### src/rtl/sit_pkg.sv
// Shared constants and types for the segment intersection test pipeline.
// No dependencies; imported by every module under rtl.
package sit_pkg;

  localparam int COORD_WIDTH_DEF = 16;
  localparam int THR_WIDTH       = 33;
  localparam logic [THR_WIDTH-1:0] THR_RESET = THR_WIDTH'(1);
  localparam int NUM_ORIENT      = 4;

  typedef enum logic [1:0] {
    DIR_COLLINEAR = 2'd0,
    DIR_LEFT      = 2'd1,
    DIR_RIGHT     = 2'd2
  } dir_t;

  function automatic logic dir_opposite(input dir_t d0, input dir_t d1);
    return ((d0 == DIR_LEFT) && (d1 == DIR_RIGHT)) ||
           ((d0 == DIR_RIGHT) && (d1 == DIR_LEFT));
  endfunction

endpackage

### src/rtl/sit_class.sv
// Last stage: classify each cross product against the threshold and form
// the registered intersection result. Depends on sit_pkg.
module sit_class #(
  parameter int COORD_WIDTH = sit_pkg::COORD_WIDTH_DEF
) (
  input  logic                                                clk,
  input  logic                                                rst,
  input  logic                                                in_valid,
  output logic                                                in_ready,
  input  logic [sit_pkg::NUM_ORIENT-1:0][2*COORD_WIDTH+2:0]   cross_prod,
  input  logic [sit_pkg::NUM_ORIENT-1:0]                      in_box,
  input  logic                                                touch,
  input  logic [sit_pkg::THR_WIDTH-1:0]                       threshold,
  output logic                                                out_valid,
  input  logic                                                out_ready,
  output logic                                                intersects
);
  import sit_pkg::*;

  localparam int XW = 2 * COORD_WIDTH + 3;
  localparam int CW = (XW > THR_WIDTH + 1) ? XW : THR_WIDTH + 1;

  logic signed [XW-1:0] sx;
  logic signed [CW-1:0] cx;
  logic signed [CW-1:0] thr_pos, thr_neg;
  dir_t                 dir [NUM_ORIENT];
  logic                 crossing, touching, intersects_next;

  assign thr_pos = $signed(CW'(threshold));
  assign thr_neg = -thr_pos;

  always_comb begin
    for (int k = 0; k < NUM_ORIENT; k++) begin
      sx = $signed(cross_prod[k]);
      cx = CW'(sx);
      if ((cx < thr_pos) && (cx > thr_neg)) begin
        dir[k] = DIR_COLLINEAR;
      end else if (cx < 0) begin
        dir[k] = DIR_RIGHT;
      end else begin
        dir[k] = DIR_LEFT;
      end
    end
  end

  always_comb begin
    crossing = dir_opposite(dir[0], dir[1]) && dir_opposite(dir[2], dir[3]);
    touching = 1'b0;
    for (int k = 0; k < NUM_ORIENT; k++) begin
      touching = touching || ((dir[k] == DIR_COLLINEAR) && in_box[k]);
    end
    intersects_next = crossing || (touch && touching);
  end

  assign in_ready = !out_valid || out_ready;

  always_ff @(posedge clk) begin
    if (rst) begin
      out_valid <= 1'b0;
    end else if (in_ready) begin
      out_valid <= in_valid;
    end
  end

  always_ff @(posedge clk) begin
    if (in_valid && in_ready) begin
      intersects <= intersects_next;
    end
  end

endmodule

### config.mk
export PLATFORM = sky130hd
export DESIGN_NAME = sit_class
export DESIGN_NICKNAME = d
export VERILOG_FILES = /design/src/rtl/sit_pkg.sv /design/src/rtl/sit_class.sv
export SDC_FILE = /design/constraint.sdc
export NUM_CORES = 1
export LEC_CHECK = 0
export ABC_AREA = 1
export BUFFER_PORTS_ARGS = -buffer_cell sky130_fd_sc_hd__buf_2
export CAP_MARGIN = 20
export CORE_MARGIN = 3
export CORE_UTILIZATION = 45
export CTS_CLUSTER_SIZE = 28
export DETAILED_ROUTE_END_ITERATION = 8
export HOLD_SLACK_MARGIN = 0.15
export PLACE_DENSITY = 0.74
export SYNTH_ARGS = -nofsm -noshare
export SYNTH_HDL_FRONTEND = slang
export SYNTH_SLANG_ARGS = --single-unit
export TNS_END_PERCENT = 100
### constraint.sdc
create_clock -name clk -period 7.6 [get_ports clk]
set_clock_uncertainty 0.15 [all_clocks]
set_input_delay 1.52 -clock clk [delete_from_list [all_inputs] [get_ports clk]]
set_output_delay 1.52 -clock clk [all_outputs]
set_load 0.005 [all_outputs]
==> flow_summary.ini <==
[worst_setup_path]
critical_path.endpoint_type = flip-flop
start_kind = input pin
cp-startpoint = threshold[1]
arrival_ns = 5.91
r2r-end = intersects
critPathMaxFanout = 6
max_stage_delay_ns = 0.69
cp_slowest_cell = nor4_1
r2r-start = out_valid
required_ns = 7.42
r2r_slack_ns = 6.60
worst-setup-path-type = input pin to flip-flop
cp-endpoint = intersects
reg2reg_depth = 1

[synthesis]
synth_area_per_cell_um2 = 6.84
synth_top_area_share_pct = 45.5
yosysMostFrequentCell = ha_1
ys_types = 47
yosys.area_share.simple_pct = 29.3
synth_compound_area_share_pct = 15.8
synth_mux_area_share_pct = 0
ys_top_cells_by_area = ha_1 46%, nand2_1 12%, a21oi_1 8.0%
ys_top_cells_by_count = 261 x ha_1, 232 x nand2_1, 115 x a21oi_1, 96 x inv_1, 83 x nor2_1
synth-adder-area-share_pct = 45.5
ys.flop_type = edfxtp_1
ys_seq_elements = 2
synth_edf_count = 1
synthArstFlopShare_pct = 0
synth_top_family_by_area = adder cells
synth_area_leader_cell = ha_1
synth-xor-area-share_pct = 3.42
seq_area_frac_synth_pct = 0.698
synthCells = 1048
yosys_warnings = 0
syn-num-nets = 1491
synth_area_mm2 = 0.00717

[power_and_ir_drop]
powerDensity_mw_per_mm2 = 65.4
switching_share_pct = 52.9
combPwrFrac_pct = 82.8
switching_power_uw = 292
cell_internal_pwr_uw = 260
share_seq_of_total_power_pct = 2.4
ir_drop_v = 0.0000617
power.leakage_uw = 0.00465
p_clk_share_pct = 14.9

[route]
wl_per_cell_um = 17.4
ant_nets = 0
dr_total_vias = 8201
via_per_inst = 5.66
wirelength_um = 25200
drtIter0Drc = 633
drc = 0
first_pass_iters = 5

[cts]
clkTransAtPathRegs_ns = 0.03
clockBufferDepth = 2
cts_resized = 0
cts_tree = done
clk_latency_ns = 0.22
cts_setup_buffers = 0
clockRootBuffer = clkbuf_16
ctsHoldBuffers = 0
clock-sinks = 2
numCtsBuffers = 3
htreeDepth = 1

[run_status]
outcome = finished clean

[worst_hold_path]
hold_class = flip-flop to flip-flop

[timing]
fin_crit_ns = 6.09
finalCritPeriodShare_pct = 80.1
finalSetupViolations = 0
relSlewSlack_pct = 35.9
worstMarginPinSlew_ns = 0.953
tns_ns = 0
rsz0062_at_grt = no
hold_viol_final = 0
slew_viol_final = 0
fmax_mhz = 164
holdWs_ns = 0.331

[placement]
port_buffers = 184
gp_congestion = 0.997
dp_hpwl_um = 22800

[grt]
first_global_vias = 7674
grt_pass1_wl_um = 38900
grt.total_usage_pct = 27.6
grt_max_degree = 10
globalRoute.totalOverflow = 0
antenna_found_initial = 1

[layout]
nets = 1680
area_growth_pct = 17.7
drive_gt1_share_pct = 17.8
final_util_pct = 54.9
fill_cells = 1555

[floorplan]
rows = 45
boundaryPins = 185
fp.dieH_um = 132
core_area_mm2 = 0.0154
die_area_mm2 = 0.0175
fp.dieW_um = 132
start_util_pct = 46.7

[flow_run]
maxCapViolations = 0
==> power by group through the flow <==
stage	sequential, uW	combinational (uW)	clock (uW)
after detailed placement	13.2	448	0
after global placement	13.2	437	0
final	13.0	457	82.1
after CTS	13.0	450	83.4
after floorplan	13.1	275	0
after global routing	13.1	520	86.3
==> metal layers <==
layer  vias up  global-route usage (%)  wire length [um]
li1       4112                       -                 -
met1      3669                    36.5             10800
met2       371                    47.2             11500
met3        49                    4.08              2300
met4         0                    6.76               597
met5         -                       0                 0
==> sequential cells by signal (all words and copies together), names as in the netlist <==
signal / cells
out_valid: 1
intersects: 1
==> cells in the final DEF, fill, tap and decap left out, types with 2 or more instances in the layout <==
cell and n:
or2_1 2, xor2_1 26, nor2_2 4, ha_1 261, o21ai_0 35, and3_1 2
a21o_1 3, a31o_2 4, o21a_1 12, nand2_2 4, o221ai_1 4, nand2_4 2
clkbuf_16 3, a21oi_1 115, a21boi_0 2, nand3_2 3, nor4b_1 3, inv_2 4
o21bai_1 2, o211ai_1 5, nand4_1 30, nor2_1 83, xnor2_1 2, nor3_1 19
a221oi_1 2, nand3_1 51, nor2_4 6, inv_1 96, buf_2 184, nor4_1 9
nand3b_1 2, nand2_1 232, a211oi_1 7
==> cell type report <==
cell class / instances / area [um^2] / share of cell area [%]
Antenna cell: 1 / 2.50 / 0.0297
Clock buffer: 4 / 78.8 / 0.934
Inverter: 100 / 375 / 4.45
Multi-Input combinational cell: 946 / 6750 / 79.9
Sequential cell: 2 / 50.0 / 0.593
Tap cell: 211 / 264 / 3.13
Timing Repair Buffer: 184 / 921 / 10.9
==> cell families (layout without fill, tap and decap cells) <==
family          Yosys count  after routing
xor+xnor                 28             28
flops                     2              2
fa+ha+maj               261            261
buf+inv                 100            288
other cells               0              1
simple gates            459            459
compound gates          198            198
==> critical path: cells and delay by family <==
family	cells	cell delay, ns
and+or+nand+nor	16	3.20
buffers and inverters	6	0.54
AOI/OAI and AO/OA	1	0.13
adders and majority gates	2	0.52
==> metrics by stage <==
step | total power (uW) | instance area, um^2 | cells | setup slack [ns]
2_1_floorplan | 288 | 7170 | 1048 | 2.48
3_5_place_dp | 461 | 8360 | 1443 | 1.50
4_1_cts | 547 | 8430 | 1447 | 1.72
5_1_grt | 620 | 8440 | 1448 | 1.27
6_report | 552 | 8440 | 1448 | 1.51
3_3_place_gp | 450 | 8360 | 1443 | 1.63
==> worst min path at each step <==
stage | start | to | slack [ns] | cells after the start
2_1_floorplan | out_valid | out_valid | 0.36 | 2
3_3_place_gp | out_valid | out_valid | 0.33 | 2
3_5_place_dp | out_valid | out_valid | 0.33 | 2
4_1_cts | out_valid | out_valid | 0.33 | 2
5_1_grt | out_valid | out_valid | 0.38 | 2
6_report | out_valid | out_valid | 0.33 | 2
(Power assumes the default switching activity.)
