===== config.mk =====
export PLATFORM = sky130hd
export DESIGN_NAME = sit_diff
export DESIGN_NICKNAME = d
export VERILOG_FILES = /design/src/rtl/sit_pkg.sv /design/src/rtl/sit_diff.sv
export SDC_FILE = /design/constraint.sdc
export NUM_CORES = 1
export LEC_CHECK = 0
export ABC_CLOCK_PERIOD_IN_PS = 8250
export BUFFER_PORTS_ARGS = -buffer_cell sky130_fd_sc_hd__buf_2
export CAP_MARGIN = 20
export CELL_PAD_IN_SITES_DETAIL_PLACEMENT = 1
export CELL_PAD_IN_SITES_GLOBAL_PLACEMENT = 2
export CORE_MARGIN = 3
export CORE_UTILIZATION = 34
export DETAILED_ROUTE_END_ITERATION = 6
export HOLD_SLACK_MARGIN = 0.05
export PLACE_DENSITY_LB_ADDON = 0.1
export SLEW_MARGIN = 20
export SYNTH_ARGS = -nofsm -noshare
export SYNTH_HDL_FRONTEND = slang
export SYNTH_SLANG_ARGS = --single-unit

===== constraint.sdc =====
create_clock -name clk -period 8.25 [get_ports clk]
set_input_delay 1.65 -clock clk [delete_from_list [all_inputs] [get_ports clk]]
set_output_delay 1.65 -clock clk [all_outputs]
set_load 0.1 [all_outputs]

===== src/rtl/sit_pkg.sv =====
// Shared constants and types for the segment intersection test pipeline.
// No dependencies; imported by every module under rtl.
package sit_pkg;

  localparam int COORD_WIDTH_DEF = 16;
  localparam int THR_WIDTH       = 33;
  localparam logic [THR_WIDTH-1:0] THR_RESET = THR_WIDTH'(1);
  localparam int NUM_ORIENT      = 4;

  typedef enum logic [1:0] {
    DIR_COLLINEAR = 2'd0,
    DIR_LEFT      = 2'd1,
    DIR_RIGHT     = 2'd2
  } dir_t;

  function automatic logic dir_opposite(input dir_t d0, input dir_t d1);
    return ((d0 == DIR_LEFT) && (d1 == DIR_RIGHT)) ||
           ((d0 == DIR_RIGHT) && (d1 == DIR_LEFT));
  endfunction

endpackage


===== src/rtl/sit_diff.sv =====
// First stage: coordinate differences for the four orientation tests and
// the inclusive bounding box checks. Depends on sit_pkg.
module sit_diff #(
  parameter int COORD_WIDTH = sit_pkg::COORD_WIDTH_DEF
) (
  input  logic                                              clk,
  input  logic                                              rst,
  input  logic                                              in_valid,
  output logic                                              in_ready,
  input  logic signed [COORD_WIDTH-1:0]                     a_start_x,
  input  logic signed [COORD_WIDTH-1:0]                     a_start_y,
  input  logic signed [COORD_WIDTH-1:0]                     a_end_x,
  input  logic signed [COORD_WIDTH-1:0]                     a_end_y,
  input  logic signed [COORD_WIDTH-1:0]                     b_start_x,
  input  logic signed [COORD_WIDTH-1:0]                     b_start_y,
  input  logic signed [COORD_WIDTH-1:0]                     b_end_x,
  input  logic signed [COORD_WIDTH-1:0]                     b_end_y,
  input  logic                                              count_touching,
  output logic                                              out_valid,
  input  logic                                              out_ready,
  output logic [sit_pkg::NUM_ORIENT-1:0][COORD_WIDTH:0]     ax,
  output logic [sit_pkg::NUM_ORIENT-1:0][COORD_WIDTH:0]     ay,
  output logic [sit_pkg::NUM_ORIENT-1:0][COORD_WIDTH:0]     bx,
  output logic [sit_pkg::NUM_ORIENT-1:0][COORD_WIDTH:0]     by,
  output logic [sit_pkg::NUM_ORIENT-1:0]                    in_box,
  output logic                                              touch
);
  import sit_pkg::*;

  localparam int DW = COORD_WIDTH + 1;

  logic signed [COORD_WIDTH-1:0] p0x [NUM_ORIENT];
  logic signed [COORD_WIDTH-1:0] p0y [NUM_ORIENT];
  logic signed [COORD_WIDTH-1:0] p1x [NUM_ORIENT];
  logic signed [COORD_WIDTH-1:0] p1y [NUM_ORIENT];
  logic signed [COORD_WIDTH-1:0] qx  [NUM_ORIENT];
  logic signed [COORD_WIDTH-1:0] qy  [NUM_ORIENT];
  logic [NUM_ORIENT-1:0][DW-1:0] ax_next, ay_next, bx_next, by_next;
  logic [NUM_ORIENT-1:0]         in_box_next;

  always_comb begin
    p0x[0] = b_start_x; p0y[0] = b_start_y; p1x[0] = b_end_x; p1y[0] = b_end_y;
    qx[0]  = a_start_x; qy[0]  = a_start_y;
    p0x[1] = b_start_x; p0y[1] = b_start_y; p1x[1] = b_end_x; p1y[1] = b_end_y;
    qx[1]  = a_end_x;   qy[1]  = a_end_y;
    p0x[2] = a_start_x; p0y[2] = a_start_y; p1x[2] = a_end_x; p1y[2] = a_end_y;
    qx[2]  = b_start_x; qy[2]  = b_start_y;
    p0x[3] = a_start_x; p0y[3] = a_start_y; p1x[3] = a_end_x; p1y[3] = a_end_y;
    qx[3]  = b_end_x;   qy[3]  = b_end_y;
  end

  always_comb begin
    for (int k = 0; k < NUM_ORIENT; k++) begin
      ax_next[k] = {p1x[k][COORD_WIDTH-1], p1x[k]} - {p0x[k][COORD_WIDTH-1], p0x[k]};
      ay_next[k] = {p1y[k][COORD_WIDTH-1], p1y[k]} - {p0y[k][COORD_WIDTH-1], p0y[k]};
      bx_next[k] = {qx[k][COORD_WIDTH-1], qx[k]} - {p0x[k][COORD_WIDTH-1], p0x[k]};
      by_next[k] = {qy[k][COORD_WIDTH-1], qy[k]} - {p0y[k][COORD_WIDTH-1], p0y[k]};
      in_box_next[k] = ((qx[k] >= p0x[k]) || (qx[k] >= p1x[k])) &&
                       ((qx[k] <= p0x[k]) || (qx[k] <= p1x[k])) &&
                       ((qy[k] >= p0y[k]) || (qy[k] >= p1y[k])) &&
                       ((qy[k] <= p0y[k]) || (qy[k] <= p1y[k]));
    end
  end

  assign in_ready = !out_valid || out_ready;

  always_ff @(posedge clk) begin
    if (rst) begin
      out_valid <= 1'b0;
    end else if (in_ready) begin
      out_valid <= in_valid;
    end
  end

  always_ff @(posedge clk) begin
    if (in_valid && in_ready) begin
      ax     <= ax_next;
      ay     <= ay_next;
      bx     <= bx_next;
      by     <= by_next;
      in_box <= in_box_next;
      touch  <= count_touching;
    end
  end

endmodule


==> impl_metrics.toml <==
[place]
place.gp.congestion = 0.8842
hpwl_um = 51480
place_area_um2 = 19330
portBuffers = 411
placedCellCount = 2705

[cells_and_area]
layout.nets = 2448
syn_to_final_growth_pct = 19.04
fin_area_um2 = 20300
n_fill_cell = 5724
stdcell_count = 2761
layout_commonest_cell = "buf_2"
multi_input_area_um2 = 9545
drive_gt1_frac = 0.2355
ff_latch_area_um2 = 6236
layout_common_cells = "buf_2, ha_1, edfxtp_1, inv_1, a21oi_1"

[floorplanning]
core_area_um2 = 49250
die_area_um2 = 52870
die_h_um = 229.9
start_util = 0.3462
num_rows = 81
die_w_um = 229.9
io_pins = 412

[grt]
first_global_vias = 15120
use_met2 = 0.4205
antenna_found_initial = 4
track_usage = 0.2252
grt_util_met1 = 0.2599
grt-ovfl-total = 0
grt_max_degree = 154
grt_util_met3 = 0.03085
top_usage_layer = "met2"
grt_pass1_wl_um = 90730

[timing]
rsz0062_at_grt = "no"
slew_headroom = 0.2536
setup-tns-final_ns = 0
hold_viol_final = 0
worst_pin_slew_ns = 1.120
slew_viol_final = 0
skew_ns = 0.01832
max_freq_mhz = 248.4
finalCriticalPeriod_ns = 4.026
final.period_utilization = 0.4880
setup_violations = 0

[flow_run]
maxCapViolCount = 0

[worst_setup_path]
crit_path_start = "a_start_x[8]"
crit_path_end = "in_box[0]$_DFFE_PP_"
startpoint_type = "input port"
crit_path_end_kind = "flop"
crit_chain = "buf_2 -> inv_1 -> ha_1 -> nand4_1 -> or3_1 -> nor4_1 -> buf_4 -> a31oi_1 -> a22oi_1"
worstPathRequired_ns = 8.65
crit_type = "in2reg"
reg2reg_depth = 3
cp_slowest_stage_delay_ns = 0.69
r2r_end = "ay[55]$_DFFE_PP_"
r2r-start = "out_valid$_SDFFE_PP0N_"
crit_fanout = 11
arrival_ns = 4.43
r2r_setup_slack_ns = 5.84
crit_path_top_delay_cell = "nor4_1"

[min_path]
min_path_type = "reg2reg"
min_delay_path_depth = 2

[power_and_ir_drop]
power_density_nw_per_um2 = 250.3
power.leakage_nw = 9.278
peakVddDrop_mv = 0.1399

[drt]
drtIter0Drc = 707
wl_um = 61710
viasPerCell = 5.139
ant_nets = 0
routedWlPerCell_um = 22.35
first_pass_iters = 5
remaining_drc_errors = 0
vias = 14190

[logic_synthesis]
ys_async_sr_fraction = 0
yosys_warnings = 0
yosysSeqAreaShare = 0.3657
synthCells = 1722
synth_area_per_cell_um2 = 9.901
synth_seq_cells = 208
synth_top_area_frac = 0.3646
synth_top_flop_cell = "edfxtp_1"
synth_cell_types = 71
ys_top_cells_by_area = "edfxtp_1, ha_1, xnor2_1, inv_1, a21oi_1"
synth_top_area_cell = "edfxtp_1"
mappedNetlistArea_um2 = 17050
syn-num-nets = 2099
synth_edf_count = 207

[clock_tree]
cts_setup_buffers = 0
clk_pin_slew_ns = 0.06
root_buffer = "clkbuf_16"
postCtsHoldBufs = 0
cts_tree = "built"
clock_latency_ns = 0.57
cts_buffers = 28
clock_path_buffers = 3
cts.sinks = 208
cts-resized-gates = 0
cts_max_level = 1

[outcome]
status = "completed"
==> synth_stat cells, drive strengths merged, types with 3 or more instances <==
cell,number
ha,232
xnor2,111
o21bai,19
fa,12
nand4,23
nor2,115
o311ai,4
a211oi,18
clkbuf,8
a31o,6
xor2,44
a21o,63
a21boi,13
a221oi,7
o2111ai,6
a21oi,123
o31a,6
and4,4
nor4,12
a31oi,18
o21a,24
edfxtp,207
nand2b,33
or3,13
o21ai,93
or2,6
a2111oi,4
mux2i,3
and3,7
nor2b,46
nand3,30
o31ai,12
and2,7
nand2,73
a211o,4
o211ai,11
nor3,33
buf,88
inv,166
a22oi,3
==> critical path, delay by kind of cell <==
kind                       cells  cell delay (ns)
AOI/OAI and AO/OA              2             0.25
buffers and inverters          3             0.45
adders and majority gates      1             0.62
and+or+nand+nor                3             1.45
==> report_power, final <==
group	leakage, nW	internal (mW)	switching, mW
Clock	0.459	0.794	0.495
Sequential	2.01	1.36	0.0573
Combinational	6.81	0.484	1.89
Total	9.28	2.64	2.44
==> kinds of logic (layout without fill, tap and decap cells) <==
logic type / Yosys count / after routing / synth area share
compound gates: 442 / 442 / 0.1742
simple gates: 408 / 408 / 0.1197
buf+inv: 262 / 633 / 0.07463
fa+ha+maj: 244 / 244 / 0.1843
flops: 208 / 208 / 0.3657
xor+xnor: 155 / 155 / 0.07962
mux: 3 / 3 / 0.001761
other cells: 0 / 4 / 0
==> registers in the layout, indices dropped and copies added (netlist names) <==
name and cells:
bx 67, by 67, ax 34, ay 34
in_box 4, out_valid 1, touch 1
==> metal layers <==
layer | wire (um) | vias to the layer above
li1 | - | 6825
met1 | 24690 | 6905
met2 | 31870 | 357
met3 | 2730 | 100
met4 | 2406 | 2
met5 | 18 | -
==> worst min-delay path by stage <==
stage / from / end / slack, ns
after floorplan: rst / out_valid$_SDFFE_PP0N_ / 1.72
after detailed placement: out_valid$_SDFFE_PP0N_ / out_valid$_SDFFE_PP0N_ / 0.54
final: out_valid$_SDFFE_PP0N_ / out_valid$_SDFFE_PP0N_ / 0.54
after global placement: out_valid$_SDFFE_PP0N_ / out_valid$_SDFFE_PP0N_ / 0.50
after CTS: out_valid$_SDFFE_PP0N_ / out_valid$_SDFFE_PP0N_ / 0.55
after global routing: out_valid$_SDFFE_PP0N_ / out_valid$_SDFFE_PP0N_ / 0.59
==> cell type report <==
| class | count | area share |
|---|---|---|
| Antenna cell | 4 | 0.0004932 |
| Clock inverter | 15 | 0.009617 |
| Tap cell | 664 | 0.04093 |
| Inverter | 166 | 0.03070 |
| Multi-Input combinational cell | 1252 | 0.4703 |
| Sequential cell | 208 | 0.3073 |
| Clock buffer | 37 | 0.03724 |
| Timing Repair Buffer | 415 | 0.1034 |
==> metrics by stage <==
step	power, mW	worst slack [ns]	utilization	hold slack [ns]
after global placement	3.807	3.558	0.3925	0.4959
after CTS	5.138	4.204	0.4119	0.5468
after floorplan	3.398	0.3915	-	1.719
after global routing	5.292	4.098	0.4120	0.5856
after detailed placement	3.822	3.612	0.3925	0.5371
final	5.081	4.224	0.4121	0.5428
(Power assumes the default switching activity.)
