**src/rtl/sit_pkg.sv**
```systemverilog
// Shared constants and types for the segment intersection test pipeline.
// No dependencies; imported by every module under rtl.
package sit_pkg;

  localparam int COORD_WIDTH_DEF = 16;
  localparam int THR_WIDTH       = 33;
  localparam logic [THR_WIDTH-1:0] THR_RESET = THR_WIDTH'(1);
  localparam int NUM_ORIENT      = 4;

  typedef enum logic [1:0] {
    DIR_COLLINEAR = 2'd0,
    DIR_LEFT      = 2'd1,
    DIR_RIGHT     = 2'd2
  } dir_t;

  function automatic logic dir_opposite(input dir_t d0, input dir_t d1);
    return ((d0 == DIR_LEFT) && (d1 == DIR_RIGHT)) ||
           ((d0 == DIR_RIGHT) && (d1 == DIR_LEFT));
  endfunction

endpackage

```
**src/rtl/sit_cross.sv**
```systemverilog
// Third stage: exact cross products as the difference of the two products.
// Depends on sit_pkg.
module sit_cross #(
  parameter int COORD_WIDTH = sit_pkg::COORD_WIDTH_DEF
) (
  input  logic                                                clk,
  input  logic                                                rst,
  input  logic                                                in_valid,
  output logic                                                in_ready,
  input  logic [sit_pkg::NUM_ORIENT-1:0][2*COORD_WIDTH+1:0]   prod1,
  input  logic [sit_pkg::NUM_ORIENT-1:0][2*COORD_WIDTH+1:0]   prod2,
  input  logic [sit_pkg::NUM_ORIENT-1:0]                      in_box_in,
  input  logic                                                touch_in,
  output logic                                                out_valid,
  input  logic                                                out_ready,
  output logic [sit_pkg::NUM_ORIENT-1:0][2*COORD_WIDTH+2:0]   cross_prod,
  output logic [sit_pkg::NUM_ORIENT-1:0]                      in_box,
  output logic                                                touch
);
  import sit_pkg::*;

  localparam int PW = 2 * COORD_WIDTH + 2;
  localparam int XW = PW + 1;

  logic [NUM_ORIENT-1:0][XW-1:0] cross_next;

  always_comb begin
    for (int k = 0; k < NUM_ORIENT; k++) begin
      cross_next[k] = {prod1[k][PW-1], prod1[k]} - {prod2[k][PW-1], prod2[k]};
    end
  end

  assign in_ready = !out_valid || out_ready;

  always_ff @(posedge clk) begin
    if (rst) begin
      out_valid <= 1'b0;
    end else if (in_ready) begin
      out_valid <= in_valid;
    end
  end

  always_ff @(posedge clk) begin
    if (in_valid && in_ready) begin
      cross_prod <= cross_next;
      in_box     <= in_box_in;
      touch      <= touch_in;
    end
  end

endmodule

```
**config.mk**
```make
export PLATFORM = sky130hd
export DESIGN_NAME = sit_cross
export DESIGN_NICKNAME = d
export VERILOG_FILES = /design/src/rtl/sit_pkg.sv /design/src/rtl/sit_cross.sv
export SDC_FILE = /design/constraint.sdc
export NUM_CORES = 1
export LEC_CHECK = 0
export BUFFER_PORTS_ARGS = -buffer_cell sky130_fd_sc_hd__buf_4
export CAP_MARGIN = 40
export CORE_MARGIN = 5
export CORE_UTILIZATION = 40
export CTS_CLUSTER_SIZE = 14
export DETAILED_ROUTE_END_ITERATION = 7
export GPL_TIMING_DRIVEN = 1
export PLACE_DENSITY = 0.67
export SYNTH_ARGS = -nofsm -noshare
export SYNTH_HDL_FRONTEND = slang
export SYNTH_SLANG_ARGS = --single-unit
```
**constraint.sdc**
```tcl
create_clock -name clk -period 12.6 [get_ports clk]
set_input_delay 0.63 -clock clk [delete_from_list [all_inputs] [get_ports clk]]
set_output_delay 0.63 -clock clk [all_outputs]
set_load 0.005 [all_outputs]
```
==> impl_metrics.json, run 1 <==
{
  "routabilityCongestion": 0.890,
  "preCtsSetupSlack_ps": 8470,
  "leakagePower_nw": 7.94,
  "yosysUniqueCellTypes": 74,
  "final_util_pct": 54.8,
  "synth_edf_count": 145,
  "synthesis.nets": 1706,
  "start_kind": "input pin",
  "max-slew-margin-rel_pct": 56.9,
  "syn_inst": 1285,
  "period_needed_ps": 3680,
  "die_w_um": 183,
  "drt_iter0_markers": 639,
  "vias_per_cell": 5.27,
  "grt_pass1_wl_um": 57500,
  "p_per_area_mw_per_mm2": 107,
  "ir_worst_vdd_mv": 0.0852,
  "row_count": 63,
  "rrSetupSlack_ps": 10900,
  "cp_max_fo": 4,
  "cts_setup_buffers": 0,
  "drv_cap": 0,
  "ys_seq_elements": 146,
  "cts_buffers": 17,
  "core_region_area_mm2": 0.0296,
  "diodes": 0,
  "max_slew.worst_pin.slew_ps": 643,
  "synth_ff_type": "edfxtp_1",
  "total_power_w": 0.00174,
  "nets": 2134,
  "synthToLayoutAreaGrowth_pct": 35.2,
  "port_buffers": 427,
  "fin_crit_sh_pct": 29.2,
  "routed_wl_um": 37600,
  "worstSkewPairLatency_ps": 430,
  "hold_class": "input pin to register",
  "hold_end": "out_valid",
  "dr.pass1.iters": 6,
  "yosysSeqAreaShare_pct": 36.4,
  "crit_arrival_ps": 3860,
  "crit_required_ps": 12780,
  "hold_violations": 0,
  "cts_max_path_buffers": 2,
  "synth_area_mm2": 0.0120,
  "ctsHoldBuffers": 0,
  "final-max-slew-violation-count": 0,
  "grt_max_degree": 64,
  "die-area_mm2": 0.0336,
  "cts.clk_slew.worst_paths_ps": 70,
  "r2r_cells": 4,
  "end_kind": "register",
  "detail-route-antenna-nets": 0,
  "vias": 11100,
  "tns_ps": 0,
  "fin_skew_ps": 5.98,
  "max_clock_freq_mhz": 272,
  "io_pins": 428,
  "globalRouteOverflowTotal": 0,
  "dp.final_hpwl_um": 30900,
  "timing.rr.start": "out_valid",
  "htree_levels": 4,
  "setup_viol": 0,
  "rsz0062_at_grt": "no",
  "wire_per_inst_um": 17.7,
  "root_buffer": "clkbuf_16",
  "hold_start": "rst",
  "cp-startpoint": "prod1[68]",
  "status": "finished, final reports clean",
  "min_path_cells": 2,
  "initial_utilization_pct": 40.6,
  "drive_gt1_share_pct": 28.0,
  "setup_ws_ps": 8920,
  "grt_use_total_pct": 21.3,
  "clock_sinks": 146,
  "cts_resized": 0,
  "grt_pass1_vias": 10800,
  "async_flop_share_pct": 0,
  "route.detailed.drc": 0,
  "synth.avg_cell_area_um2": 9.36,
  "die_h_um": 183,
  "crit_type": "input pin to register",
  "antenna_found_initial": 0,
  "yosysWarningCount": 0,
  "r2r-end": "cross_prod[47]",
  "cts_tree": "yes"
}
==> area by class of cell <==
| cell class | instances | area, um^2 |
|---|---|---|
| Clock inverter | 15 | 120 |
| Fill cell | 2741 | 13400 |
| Timing Repair Buffer | 431 | 3280 |
| Sequential cell | 146 | 4370 |
| Multi-Input combinational cell | 935 | 6880 |
| Tap cell | 390 | 488 |
| Clock buffer | 17 | 425 |
| Inverter | 182 | 683 |
==> per-stage QoR <==
stage          std cells  hold WS [ps]  cell area (um^2)
2_1_floorplan       1285           522             12000
3_3_place_gp        2082           507             15600
3_5_place_dp        2084           540             15700
4_1_cts             2116           322             16200
5_1_grt             2116           324             16200
6_report            2116           347             16200
==> worst max-delay path, stage by stage <==
cell       delay (ps)
buf_4             110
inv_1              50
ha_1              170
inv_1              60
fa_1              390
a21oi_1           190
o21ai_0           130
a2111oi_1         560
o21bai_1          140
a21oi_1           270
o21ai_0           200
a211oi_1          580
o21ai_0           220
xor2_1            170
==> worst max path at each step <==
| stage | endpoint |
|---|---|
| final | cross_prod[100] |
| after global routing | cross_prod[98] |
| after CTS | cross_prod[100] |
| after detailed placement | cross_prod[98] |
| after global placement | cross_prod[100] |
| after floorplan | cross_prod[0] |
==> logic make-up (layout without fill, tap and decap cells) <==
group / count (synthesis) / count (layout) / synth area share (%)
flops: 146 / 146 / 36.4
xor+xnor: 110 / 110 / 8.01
mux: 2 / 2 / 0.167
fa+ha+maj: 140 / 140 / 14.8
simple gates: 268 / 268 / 11.1
buf+inv: 204 / 645 / 6.38
compound gates: 415 / 415 / 23.2
==> layer usage <==
layer  wire length, um  GRT usage, %  vias up
li1                  -             -     5531
met1             15800          27.2     5158
met2             17900          35.4      399
met3              2700          5.36       57
met4              1110          7.45        0
met5                 0             0        -
==> synth_stat cells, drive strengths merged, types with 12 or more instances <==
cell type	number	area share (%)
nor2b	20	1.0
edfxtp	145	36
nand2	66	2.1
a31oi	17	1.0
nand3	28	1.2
nor3	15	0.62
xnor2	71	5.2
o211ai	18	1.2
a21oi	120	5.0
nand4	12	0.62
nor2	66	2.1
inv	182	5.7
o21bai	20	1.2
a211oi	12	0.79
a21o	87	5.4
o21a	16	1.0
and3	15	0.78
o21ai	57	2.4
ha	136	14
clkbuf	20	0.62
xor2	39	2.8
==> report_power, final <==
group	switching (W)	leakage [nW]	total (W)	internal [W]
clock network	0.000221	0.250	0.000490	0.000269
registers	0.0000205	1.41	0.000645	0.000624
logic	0.000303	6.28	0.000604	0.000301
==> flip-flops by register name (all words and copies together), names as in the netlist <==
register    flops
out_valid       1
in_box          4
cross_prod    140
touch           1
==> layout by cell type, fill, tap and decap left out, drive strengths merged, types with 7 or more instances in the layout <==
| master | n |
|---|---|
| a211oi | 12 |
| a21boi | 8 |
| a21o | 87 |
| a21oi | 120 |
| a31oi | 17 |
| and2 | 10 |
| and3 | 15 |
| buf | 431 |
| clkbuf | 17 |
| clkinv | 7 |
| clkinvlp | 7 |
| edfxtp | 145 |
| ha | 136 |
| inv | 182 |
| nand2 | 66 |
| nand2b | 11 |
| nand3 | 28 |
| nand4 | 12 |
| nor2 | 66 |
| nor2b | 20 |
| nor3 | 15 |
| o211ai | 18 |
| o21a | 16 |
| o21ai | 57 |
| o21bai | 20 |
| xnor2 | 71 |
| xor2 | 39 |
(Power assumes the default switching activity.)
==> run 2, diff against run 1 <==
--- a/config.mk
+++ b/config.mk
@@ -12,7 +12,7 @@
 export CTS_CLUSTER_SIZE = 14
 export DETAILED_ROUTE_END_ITERATION = 7
 export GPL_TIMING_DRIVEN = 1
-export PLACE_DENSITY = 0.67
+export PLACE_DENSITY = 0.7
 export SYNTH_ARGS = -nofsm -noshare
 export SYNTH_HDL_FRONTEND = slang
 export SYNTH_SLANG_ARGS = --single-unit
==> constraint.sdc (replaced) <==
create_clock -name clk -period 3.2 [get_ports clk]
set_input_delay 0.16 -clock clk [delete_from_list [all_inputs] [get_ports clk]]
set_output_delay 0.16 -clock clk [all_outputs]
set_load 0.005 [all_outputs]
==> impl_metrics.json, run 2 (synthesis gave the netlist of run 1 again) <==
{
  "status": "finished, final reports clean",
  "core_region_area_mm2": 0.0296,
  "max_slew.worst_pin.slew_ps": 833,
  "crit_top_cell": "buf_4",
  "fin_crit_sh_pct": 90.1,
  "wire_per_inst_um": 17.8,
  "antenna_found_initial": 0,
  "fin_cells": 2137,
  "grt_pass1_vias": 11000,
  "port_buffers": 427,
  "multiInputGateArea_mm2": 0.00688,
  "vias_per_cell": 5.26,
  "dr.pass1.iters": 5,
  "setup_viol": 0,
  "drive_gt1_share_pct": 28.3,
  "met2RoutedLength_um": 18500,
  "max-slew-margin-rel_pct": 44.5,
  "routed_wl_um": 38000,
  "leakagePower_nw": 8.09,
  "total_power_w": 0.00723,
  "diodes": 0,
  "drv_cap": 0,
  "hold_start": "prod1[69]",
  "root_buffer": "clkbuf_16",
  "place_inst": 2099,
  "m1WireLength_um": 15900,
  "tns_ps": 0,
  "final-max-slew-violation-count": 0,
  "largest_reg_flops": 140,
  "crit_arrival_ps": 3070,
  "timing.rr.start": "out_valid",
  "clock_sinks": 146,
  "final_util_pct": 55.7,
  "cts.clk_slew.worst_paths_ps": 70,
  "ir_worst_vdd_mv": 0.327,
  "p_per_area_mw_per_mm2": 438,
  "grt_max_degree": 146,
  "largest_register": "cross_prod",
  "die_w_um": 183,
  "wl_met3_um": 2500,
  "worst-path-buf-inv": 5,
  "cp_max_fo": 3,
  "synthToLayoutAreaGrowth_pct": 37.3,
  "crit_chain": "buf_4, inv_1, ha_1, inv_1, fa_1, a21oi_1, o21ai_0, a2111oi_1, buf_4, nor2_1, o41ai_2, buf_4, o41ai_1, a221o_1, a31oi_1, xnor2_1",
  "dp.final_hpwl_um": 31000,
  "io_pins": 428,
  "preCtsSetupSlack_ps": -60.5,
  "final_cell_mix": "445 x buf_4, 182 x inv_1, 145 x edfxtp_1",
  "nets": 2156,
  "hold_class": "input pin to register",
  "worstSkewPairLatency_ps": 430,
  "grt_use_total_pct": 21.6,
  "cts_tree": "yes",
  "cp-startpoint": "prod1[68]",
  "initial_utilization_pct": 40.6,
  "max_clock_freq_mhz": 347,
  "vias": 11200,
  "regArea_mm2": 0.00437,
  "max_stage_delay_ps": 470,
  "detail-route-antenna-nets": 0,
  "drt_iter0_markers": 536,
  "end_kind": "register",
  "globalRouteOverflowTotal": 0,
  "crit_family": "compound AO/OA/AOI/OAI gates",
  "cts_buffers": 17,
  "cts_setup_buffers": 0,
  "row_count": 63,
  "htree_levels": 4,
  "fin_skew_ps": 11.8,
  "grt_pass1_wl_um": 58300,
  "die-area_mm2": 0.0336,
  "cp_slowest_cell": "a2111oi_1",
  "r2r_cells": 3,
  "top_regs": "cross_prod x140, in_box x4",
  "cts_max_path_buffers": 2,
  "setup_ws_ps": 317,
  "die_h_um": 183,
  "period_needed_ps": 2880,
  "start_kind": "input pin",
  "min_path_cells": 2,
  "routabilityCongestion": 0.909,
  "crit_type": "input pin to register",
  "hold_violations": 0,
  "final_common_cell": "buf_4",
  "rsz0062_at_grt": "no",
  "crit_required_ps": 3380,
  "nFillCells": 2678,
  "dr.max_layer_used": "met4",
  "route.detailed.drc": 0,
  "cp_num_cells": 16
}
## run 2: path summary, 6_finish.rpt
check / slack (ps) / end
setup / recovery: 320 / cross_prod[102]
hold / removal: 100 / cross_prod[71]
setup reg to reg: 1560 / cross_prod[113]
hold reg to reg: 1090 / out_valid
## run 2: layout make-up
type	instances	area share, %
tap	390	2.96
timing repair buffer	453	20.8
sequential	146	26.5
inverter	182	4.14
multi-input combinational	935	41.7
clock inverter	12	1.29
clock buffer	19	2.62
## run 2: per-stage QoR
step	hold slack (ps)	instance area (um^2)
5_1_grt	105	16500
3_5_place_dp	320	15800
4_1_cts	71.4	16500
3_3_place_gp	316	15800
6_report	95.6	16500
2_1_floorplan	229	12000
## run 2: timing repair
action,CTS,global route
resized for setup,0,0
hold buffers,7,0
endpoints found under the hold margin,6,0
## run 2: metal layers
metal / global-route usage (%) / vias to the layer above
met3: 4.92 / 59
li1: - / 5560
met1: 27.5 / 5247
met5: 0 / -
met4: 7.63 / 0
met2: 36.1 / 374
## run 2: power breakdown
group | switching (W) | internal [W] | total (W)
Combinational | 0.00120 | 0.00121 | 0.00241
Clock | 0.000817 | 0.00145 | 0.00227
Sequential | 0.0000836 | 0.00246 | 0.00254
==> run 3, diff against run 2 <==
--- a/config.mk
+++ b/config.mk
@@ -5,14 +5,15 @@
 export SDC_FILE = /design/constraint.sdc
 export NUM_CORES = 1
 export LEC_CHECK = 0
-export BUFFER_PORTS_ARGS = -buffer_cell sky130_fd_sc_hd__buf_4
 export CAP_MARGIN = 40
+export CORE_ASPECT_RATIO = 0.75
 export CORE_MARGIN = 5
 export CORE_UTILIZATION = 40
 export CTS_CLUSTER_SIZE = 14
 export DETAILED_ROUTE_END_ITERATION = 7
+export DONT_BUFFER_PORTS = 1
 export GPL_TIMING_DRIVEN = 1
-export PLACE_DENSITY = 0.7
+export PLACE_DENSITY = 0.57
 export SYNTH_ARGS = -nofsm -noshare
 export SYNTH_HDL_FRONTEND = slang
 export SYNTH_SLANG_ARGS = --single-unit
==> impl_metrics.json, run 3 (synthesis gave the netlist of run 1 again) <==
{
  "cp_slowest_cell": "dlygate4sd3_1",
  "crit_arrival_ps": 3230,
  "nFillCells": 2919,
  "top_regs": "cross_prod x140, in_box x4",
  "row_count": 55,
  "max-slew-margin-rel_pct": 61.1,
  "rsz0062_at_grt": "no",
  "vias_per_cell": 5.58,
  "max_stage_delay_ps": 570,
  "dp.final_hpwl_um": 28200,
  "cts_max_path_buffers": 2,
  "core_region_area_mm2": 0.0299,
  "cts.clk_slew.worst_paths_ps": 70,
  "detail-route-antenna-nets": 0,
  "vias": 9606,
  "rrSetupSlack_ps": 1700,
  "drive_gt1_share_pct": 4.93,
  "cts_buffers": 17,
  "globalRouteOverflowTotal": 0,
  "multiInputGateArea_mm2": 0.00691,
  "max_slew.worst_pin.slew_ps": 569,
  "die_h_um": 160,
  "initial_utilization_pct": 40.2,
  "worstSkewPairLatency_ps": 430,
  "grt_pass1_vias": 9269,
  "setup_viol": 0,
  "hold_class": "input pin to register",
  "hold_start": "prod1[34]",
  "drt_iter0_markers": 595,
  "leakagePower_nw": 6.00,
  "crit_type": "input pin to register",
  "p_per_area_mw_per_mm2": 484,
  "htree_levels": 4,
  "crit_chain": "dlygate4sd3_1, fa_2, a21o_1, o2bb2ai_1, a211o_1, a311oi_2, nor3b_2, a221o_2, a311oi_2, o21bai_1, xor2_1",
  "final_cell_mix": "182 x inv_1, 145 x edfxtp_1, 136 x ha_1",
  "routed_wl_um": 34900,
  "final-max-slew-violation-count": 0,
  "largest_reg_flops": 140,
  "routabilityCongestion": 0.916,
  "start_kind": "input pin",
  "cp-startpoint": "prod1[103]",
  "cp_max_fo": 4,
  "route.detailed.drc": 0,
  "die_w_um": 210,
  "max_clock_freq_mhz": 327,
  "crit_required_ps": 3370,
  "cts_tree": "yes",
  "io_pins": 428,
  "tns_ps": 0,
  "total_power_w": 0.00643,
  "wire_per_inst_um": 20.3,
  "largest_register": "cross_prod",
  "crit_top_cell": "a311oi_2",
  "timing.rr.start": "out_valid",
  "die-area_mm2": 0.0337,
  "fin_skew_ps": 7.82,
  "antenna_found_initial": 2,
  "final_common_cell": "inv_1",
  "end_kind": "register",
  "fin_crit_sh_pct": 95.6,
  "regArea_mm2": 0.00437,
  "grt_max_degree": 80,
  "hold_violations": 0,
  "dr.pass1.iters": 5,
  "cts_setup_buffers": 0,
  "clock_sinks": 146,
  "ir_worst_vdd_mv": 0.311,
  "synthToLayoutAreaGrowth_pct": 10.6,
  "grt_use_total_pct": 19.8,
  "drv_cap": 0,
  "nets": 1727,
  "grt_pass1_wl_um": 53100,
  "whs_ps": 76.4,
  "root_buffer": "clkbuf_16",
  "status": "finished, final reports clean",
  "period_needed_ps": 3060,
  "port_buffers": 0
}
-- run 3: timing repair --
action	in CTS	in global routing
endpoints found under the setup margin	0	17
hold buffers	15	0
endpoints found under the hold margin	14	0
gates resized for setup	0	8
-- run 3: worst paths after layout --
check,to,cells after the start
worst max-delay path,cross_prod[133],11
worst max register to register,cross_prod[139],3
worst min-delay path,cross_prod[35],3
worst min register to register,cross_prod[67],3
-- run 3: power by group --
part           switching (W)  total [W]  internal (W)
sequential          0.000179    0.00265       0.00247
clock               0.000901    0.00206       0.00116
combinational       0.000989    0.00173      0.000736
-- run 3: final cells by class --
cell class	instances	share of cell area, %
clock inverters	14	1.15
multi-input cells	935	52.0
well taps	399	3.76
diodes	2	0.0377
flip-flops and latches	146	32.9
inverters	182	5.14
clock buffers	18	3.23
repair buffers	24	1.83
-- run 3: worst max-delay path: cells and delay by family --
family	cells	cell delay [ps]
AOI/OAI and AO/OA	7	1830
xor gates and xnor gates	1	150
buffers and inverters	1	570
and+or+nand+nor	1	120
adders and majority gates	1	410
-- run 3: through the flow --
step                      utilization [%]  worst slack, ps  cell area [um^2]  instances
after global routing                 44.4             7.89             13300       1720
after floorplan                         -              212             12000       1285
after global placement               41.9             91.4             12500       1671
after CTS                            44.3             33.9             13300       1718
after detailed placement             41.9             16.6             12500       1671
final                                44.4              142             13300       1720
-- run 3: layer usage --
metal | vias up | GRT usage [%] | routed length [um]
met5 | - | 0 | 0
met4 | 0 | 6.73 | 894
met3 | 46 | 5.64 | 2190
met2 | 308 | 30.7 | 16000
met1 | 4544 | 26.7 | 15900
li1 | 4708 | - | -
